$ cat src/rtl/irf_pkg.sv
// Shared types, constants and helpers for the image rotate frame core.
// No dependencies; imported by every module under rtl/.
package irf_pkg;

    localparam int MAX_DIM    = 256;
    localparam int MAX_PIXELS = 65536;

    localparam int CNT_W     = $clog2(MAX_DIM);
    localparam int DIM_W     = CNT_W + 1;
    localparam int ADDR_W    = $clog2(MAX_PIXELS);
    localparam int TOT_W     = ADDR_W + 1;
    localparam int CFG_IDX_W = 2;
    localparam int MODE_W    = 2;

    localparam logic [CFG_IDX_W-1:0] CFG_WIDTH  = 2'd0;
    localparam logic [CFG_IDX_W-1:0] CFG_HEIGHT = 2'd1;
    localparam logic [CFG_IDX_W-1:0] CFG_MODE   = 2'd2;

    localparam logic [MODE_W-1:0] ROT_CW  = 2'd0;
    localparam logic [MODE_W-1:0] ROT_CCW = 2'd1;
    localparam logic [MODE_W-1:0] ROT_180 = 2'd2;

    localparam logic OP_LOAD  = 1'b0;
    localparam logic OP_FETCH = 1'b1;

    typedef struct packed {
        logic       op;
        logic [7:0] in_blue;
        logic [7:0] in_green;
        logic [7:0] in_red;
    } irf_in_t;

    typedef struct packed {
        logic [7:0] out_blue;
        logic [7:0] out_green;
        logic [7:0] out_red;
        logic       frame_last;
    } irf_out_t;

    typedef struct packed {
        logic [7:0] red;
        logic [7:0] green;
        logic [7:0] blue;
    } irf_pix_t;

    // Controller to datapath
    typedef struct packed {
        logic load_we;
        logic step;
        logic addr_en;
        logic rd_en;
        logic out_load;
    } irf_cmd_t;

    // Datapath to controller
    typedef struct packed {
        logic fetch_op;
    } irf_sts_t;

    // Zero acts as one, anything above MAX_DIM acts as MAX_DIM.
    function automatic logic [DIM_W-1:0] clamp_dim(input logic [DIM_W-1:0] v);
        logic [DIM_W-1:0] r;
        if (v == '0) begin
            r = DIM_W'(1);
        end else if (v > DIM_W'(MAX_DIM)) begin
            r = DIM_W'(MAX_DIM);
        end else begin
            r = v;
        end
        return r;
    endfunction

endpackage

$ cat src/rtl/irf_ctrl.sv
// Sequencer for the image rotate frame core: handshakes and datapath commands.
// Depends on irf_pkg.
module irf_ctrl import irf_pkg::*; (
    input  logic     aclk,
    input  logic     aresetn,
    input  logic     s_valid,
    output logic     s_ready,
    output logic     m_valid,
    input  logic     m_ready,
    output irf_cmd_t cmd,
    input  irf_sts_t sts
);

    typedef enum logic [1:0] {
        ST_IDLE,
        ST_ADDR,
        ST_READ,
        ST_OUT
    } state_t;

    state_t state_reg;
    state_t state_next;
    logic   m_valid_reg;
    logic   m_valid_next;
    logic   accept;
    logic   out_free;

    assign s_ready  = (state_reg == ST_IDLE);
    assign accept   = s_valid && s_ready;
    assign out_free = !m_valid_reg || m_ready;
    assign m_valid  = m_valid_reg;

    always_comb begin
        state_next   = state_reg;
        m_valid_next = m_valid_reg && !m_ready;
        cmd          = '0;
        case (state_reg)
            ST_IDLE: begin
                cmd.load_we = accept && (sts.fetch_op == OP_LOAD);
                cmd.step    = accept && (sts.fetch_op == OP_FETCH);
                if (cmd.step) begin
                    state_next = ST_ADDR;
                end
            end
            ST_ADDR: begin
                cmd.addr_en = 1'b1;
                state_next  = ST_READ;
            end
            ST_READ: begin
                cmd.rd_en  = 1'b1;
                state_next = ST_OUT;
            end
            ST_OUT: begin
                // hold the result until the output register frees up
                if (out_free) begin
                    cmd.out_load = 1'b1;
                    m_valid_next = 1'b1;
                    state_next   = ST_IDLE;
                end
            end
            default: begin
                state_next = ST_IDLE;
            end
        endcase
    end

    always_ff @(posedge aclk) begin
        if (!aresetn) begin
            state_reg   <= ST_IDLE;
            m_valid_reg <= 1'b0;
        end else begin
            state_reg   <= state_next;
            m_valid_reg <= m_valid_next;
        end
    end

endmodule

$ cat config.mk
export PLATFORM = sky130hd
export DESIGN_NAME = irf_ctrl
export DESIGN_NICKNAME = d
export VERILOG_FILES = /design/src/rtl/irf_pkg.sv /design/src/rtl/irf_ctrl.sv
export SDC_FILE = /design/constraint.sdc
export NUM_CORES = 1
export LEC_CHECK = 0
export BUFFER_PORTS_ARGS = -buffer_cell sky130_fd_sc_hd__buf_2
export CORE_AREA = 2 2 39 41
export DETAILED_ROUTE_END_ITERATION = 16
export DIE_AREA = 0 0 41 43
export SYNTH_ARGS = -nofsm -noshare
export SYNTH_HDL_FRONTEND = slang
export SYNTH_SLANG_ARGS = --single-unit
export TNS_END_PERCENT = 30
$ cat constraint.sdc
create_clock -name aclk -period 1.4 [get_ports aclk]
set_clock_uncertainty 0.05 [all_clocks]
set_input_delay 0.14 -clock aclk [delete_from_list [all_inputs] [get_ports aclk]]
set_output_delay 0.14 -clock aclk [all_outputs]
set_load 0.02 [all_outputs]
==> reports/qor.txt <==
global route overflow -> 0
area of the multi-input gates -> 154 um2
Post-Layout Cell Count -> 54
Int Power -> 0.000386 W
fmax -> 0.747 GHz
critical path's slowest cell -> dfxtp_2
fin area -> 325 um2
area post-placement -> 284 um2
CTS Buffer Depth -> 2
initial antenna violation count -> 0
DIE HEIGHT -> 43 um
setup ws final -> 0.0608 ns
DRC violations left -> 0
critical path fanouts, max -> 5
FF/Latch Area -> 62.6 um2
setup bufs post-CTS -> 0
NetSw -> 0.000290 W
GPL Wtd Cong -> 0.640
Largest register FFs -> 2
min-delay worst type -> input pin to register
Seq/Total Area, Yosys -> 28.7%
hold_sp -> aresetn
Worst-Margin Slew -> 0.123 ns
drt pass-1 iters -> 2
# fillers -> 162
Sink Count -> 3
WP data arrival -> 1.15 ns
Reg2Reg Depth -> 4
Synth-to-Final Area Change -> 55.7%
LEAKAGE -> 0.173 nW
Hold Path Depth -> 2
startpoint types -> register
vias in the first global route -> 176
Power Density -> 2080 nW/um2
Final min period -> 1.34 ns
share of power burned in registers -> 22.3%
Worst R2R Setup Slack -> 0.17 ns
total CTS buffers -> 3
r2r endpoint -> state_reg[0]$_SDFFE_PN0P_
DR vias -> 208
Synth Register Bits -> 3
Top delay family on crit path -> flip-flops
count of cell types in the netlist -> 13
Placed Cells -> 50
delay of the slowest cell on the worst path -> 0.33 ns
CTS tree -> built
critical path depth -> 4
CORE AREA -> 1380 um2
NumNets Final -> 48
Ports -> 12
Setup Viol. Count Final -> 0
commonest non-fill, non-tap cell in the layout -> buf_2
GRT Overall Usage -> 7.11%
most frequent cells in the layout -> 11 x buf_2, 4 x nand2_1, 3 x ha_1, 3 x clkbuf_4
MaxCap Viol Count -> 0
Max transition margin -> 91.6%
sw frac -> 42.9%
# port buffers -> 11
Initial Util -> 15.1%
critical path, cell by cell -> inv_1 > ha_4 > and3_1 > buf_2
Reg2Reg Launch Point -> state_reg[0]$_SDFFE_PN0P_
syn nets -> 32
critical path buffer and inverter count -> 2
WP data required -> 1.21 ns
chip width -> 41 um
critical path endpoint category -> output pin
status -> completed
final worst-path cycle share -> 95.7%
worst vdd ir -> 0.407 mV
Die ar. -> 1760 um2
Yosys warning count -> 0
Post-Synthesis Cells -> 23
Iter 0 DRT Violations -> 1
DRT antenna net count -> 0
Placement Setup Slack -> 0.119 ns
layout cells sized above 1 -> 52.6%
Site Rows -> 14
Comb pwr share -> 55.3%
Ant. Diodes -> 0
clk_lat worst skew -> 0.23 ns
routed len/inst -> 9.56 um
Clock Pin Slew Worst Setup and Hold Paths -> 0.04 ns
vias per inst -> 3.85
final wirelength -> 516 um
Root Buffer -> clkbuf_4
Hold Crit Endpoint -> m_valid$_SDFF_PN0_
pin count of the biggest net entering global routing -> 6
Crit Path Class -> register to output pin
first-pass GRT wire length -> 745 um
final hold vios -> 0
Avg Cell Area, Syn -> 9.08 um2
Synth Cell Area -> 209 um2
H-tree levels -> 1
fin. max-slew vios -> 0
Clock Power Share -> 22.4%
timing repair:
item,CTS,global route
hold buffers,0,0
resized for setup,2,3
cloned,0,0
endpoints found under the setup margin,2,2
pin swaps,0,0
how the worst max path moves through the flow:
stage	startpoint	end	slack, ns
after floorplan	state_reg[0]$_SDFFE_PN0P_	state_reg[0]$_SDFFE_PN0P_	0.11
after global placement	state_reg[0]$_SDFFE_PN0P_	state_reg[0]$_SDFFE_PN0P_	0.14
after detailed placement	state_reg[0]$_SDFFE_PN0P_	state_reg[0]$_SDFFE_PN0P_	0.12
after CTS	state_reg[1]$_SDFFE_PN0P_	cmd[3]	0.005
after global routing	state_reg[1]$_SDFFE_PN0P_	cmd[4]	-0.02
final	state_reg[1]$_SDFFE_PN0P_	cmd[3]	0.06
synthesized netlist by cell type, drive strengths merged:
| master | instances | area, um2 |
|---|---|---|
| and3b | 1 | 8.76 |
| and2b | 1 | 8.76 |
| nor2b | 1 | 6.26 |
| dfxtp | 3 | 60.1 |
| ha | 4 | 50.1 |
| o31a | 1 | 8.76 |
| a21oi | 1 | 8.76 |
| mux2i | 1 | 10.0 |
| nor2 | 1 | 3.75 |
| nand2 | 4 | 15.0 |
| and3 | 1 | 6.26 |
| o21a | 2 | 15.0 |
| inv | 2 | 7.51 |
layout make-up:
type	instances	share of cell area (%)
clock buffers	4	8.08
repair buffers	11	16.9
flip-flops and latches	3	19.2
well taps	16	6.15
multi-input cells	18	47.3
inverters	2	2.31
per-layer routing:
layer | wire [um] | part of all wire (%) | vias up | GRT usage (%)
met5 | 0 | 0 | - | 0
met4 | 0 | 0 | 0 | 4.00
met3 | 55 | 11 | 0 | 7.85
met2 | 257 | 50 | 10 | 8.75
met1 | 203 | 39 | 93 | 7.01
li1 | - | - | 105 | -
logic make-up (layout without fill, tap and decap cells):
| kind of cell | after synthesis | after routing | share of synthesized area (%) |
|---|---|---|---|
| flip-flops | 3 | 3 | 28.7 |
| buffers and inverters | 2 | 17 | 3.59 |
| AO/OA/AOI/OAI | 4 | 4 | 15.6 |
| AND/OR/NAND/NOR | 9 | 9 | 23.4 |
| adder cells (fa/ha/maj) | 4 | 4 | 24.0 |
| multiplexers | 1 | 1 | 4.79 |
power groups by stage:
stage	Sequential [W]	Clock (W)	Combinational (W)
final	0.000151	0.000151	0.000374
after global routing	0.000155	0.000174	0.000413
after CTS	0.000146	0.000162	0.000331
after detailed placement	0.000144	0	0.000322
after global placement	0.000142	0	0.000315
after floorplan	0.000139	0	0.000241
per-stage QoR:
stage | setup TNS, ns | hold WS [ns] | utilization (%) | total power [W]
floorplan | 0 | 0.207 | - | 0.000380
global placement | 0 | 0.357 | 20.5 | 0.000457
CTS | 0 | 0.112 | 22.7 | 0.000639
detailed placement | 0 | 0.362 | 20.5 | 0.000466
finish | 0 | 0.122 | 23.5 | 0.000676
global route | -0.0319 | 0.111 | 23.5 | 0.000742
Note: power is estimated with default switching activity, not from simulation.
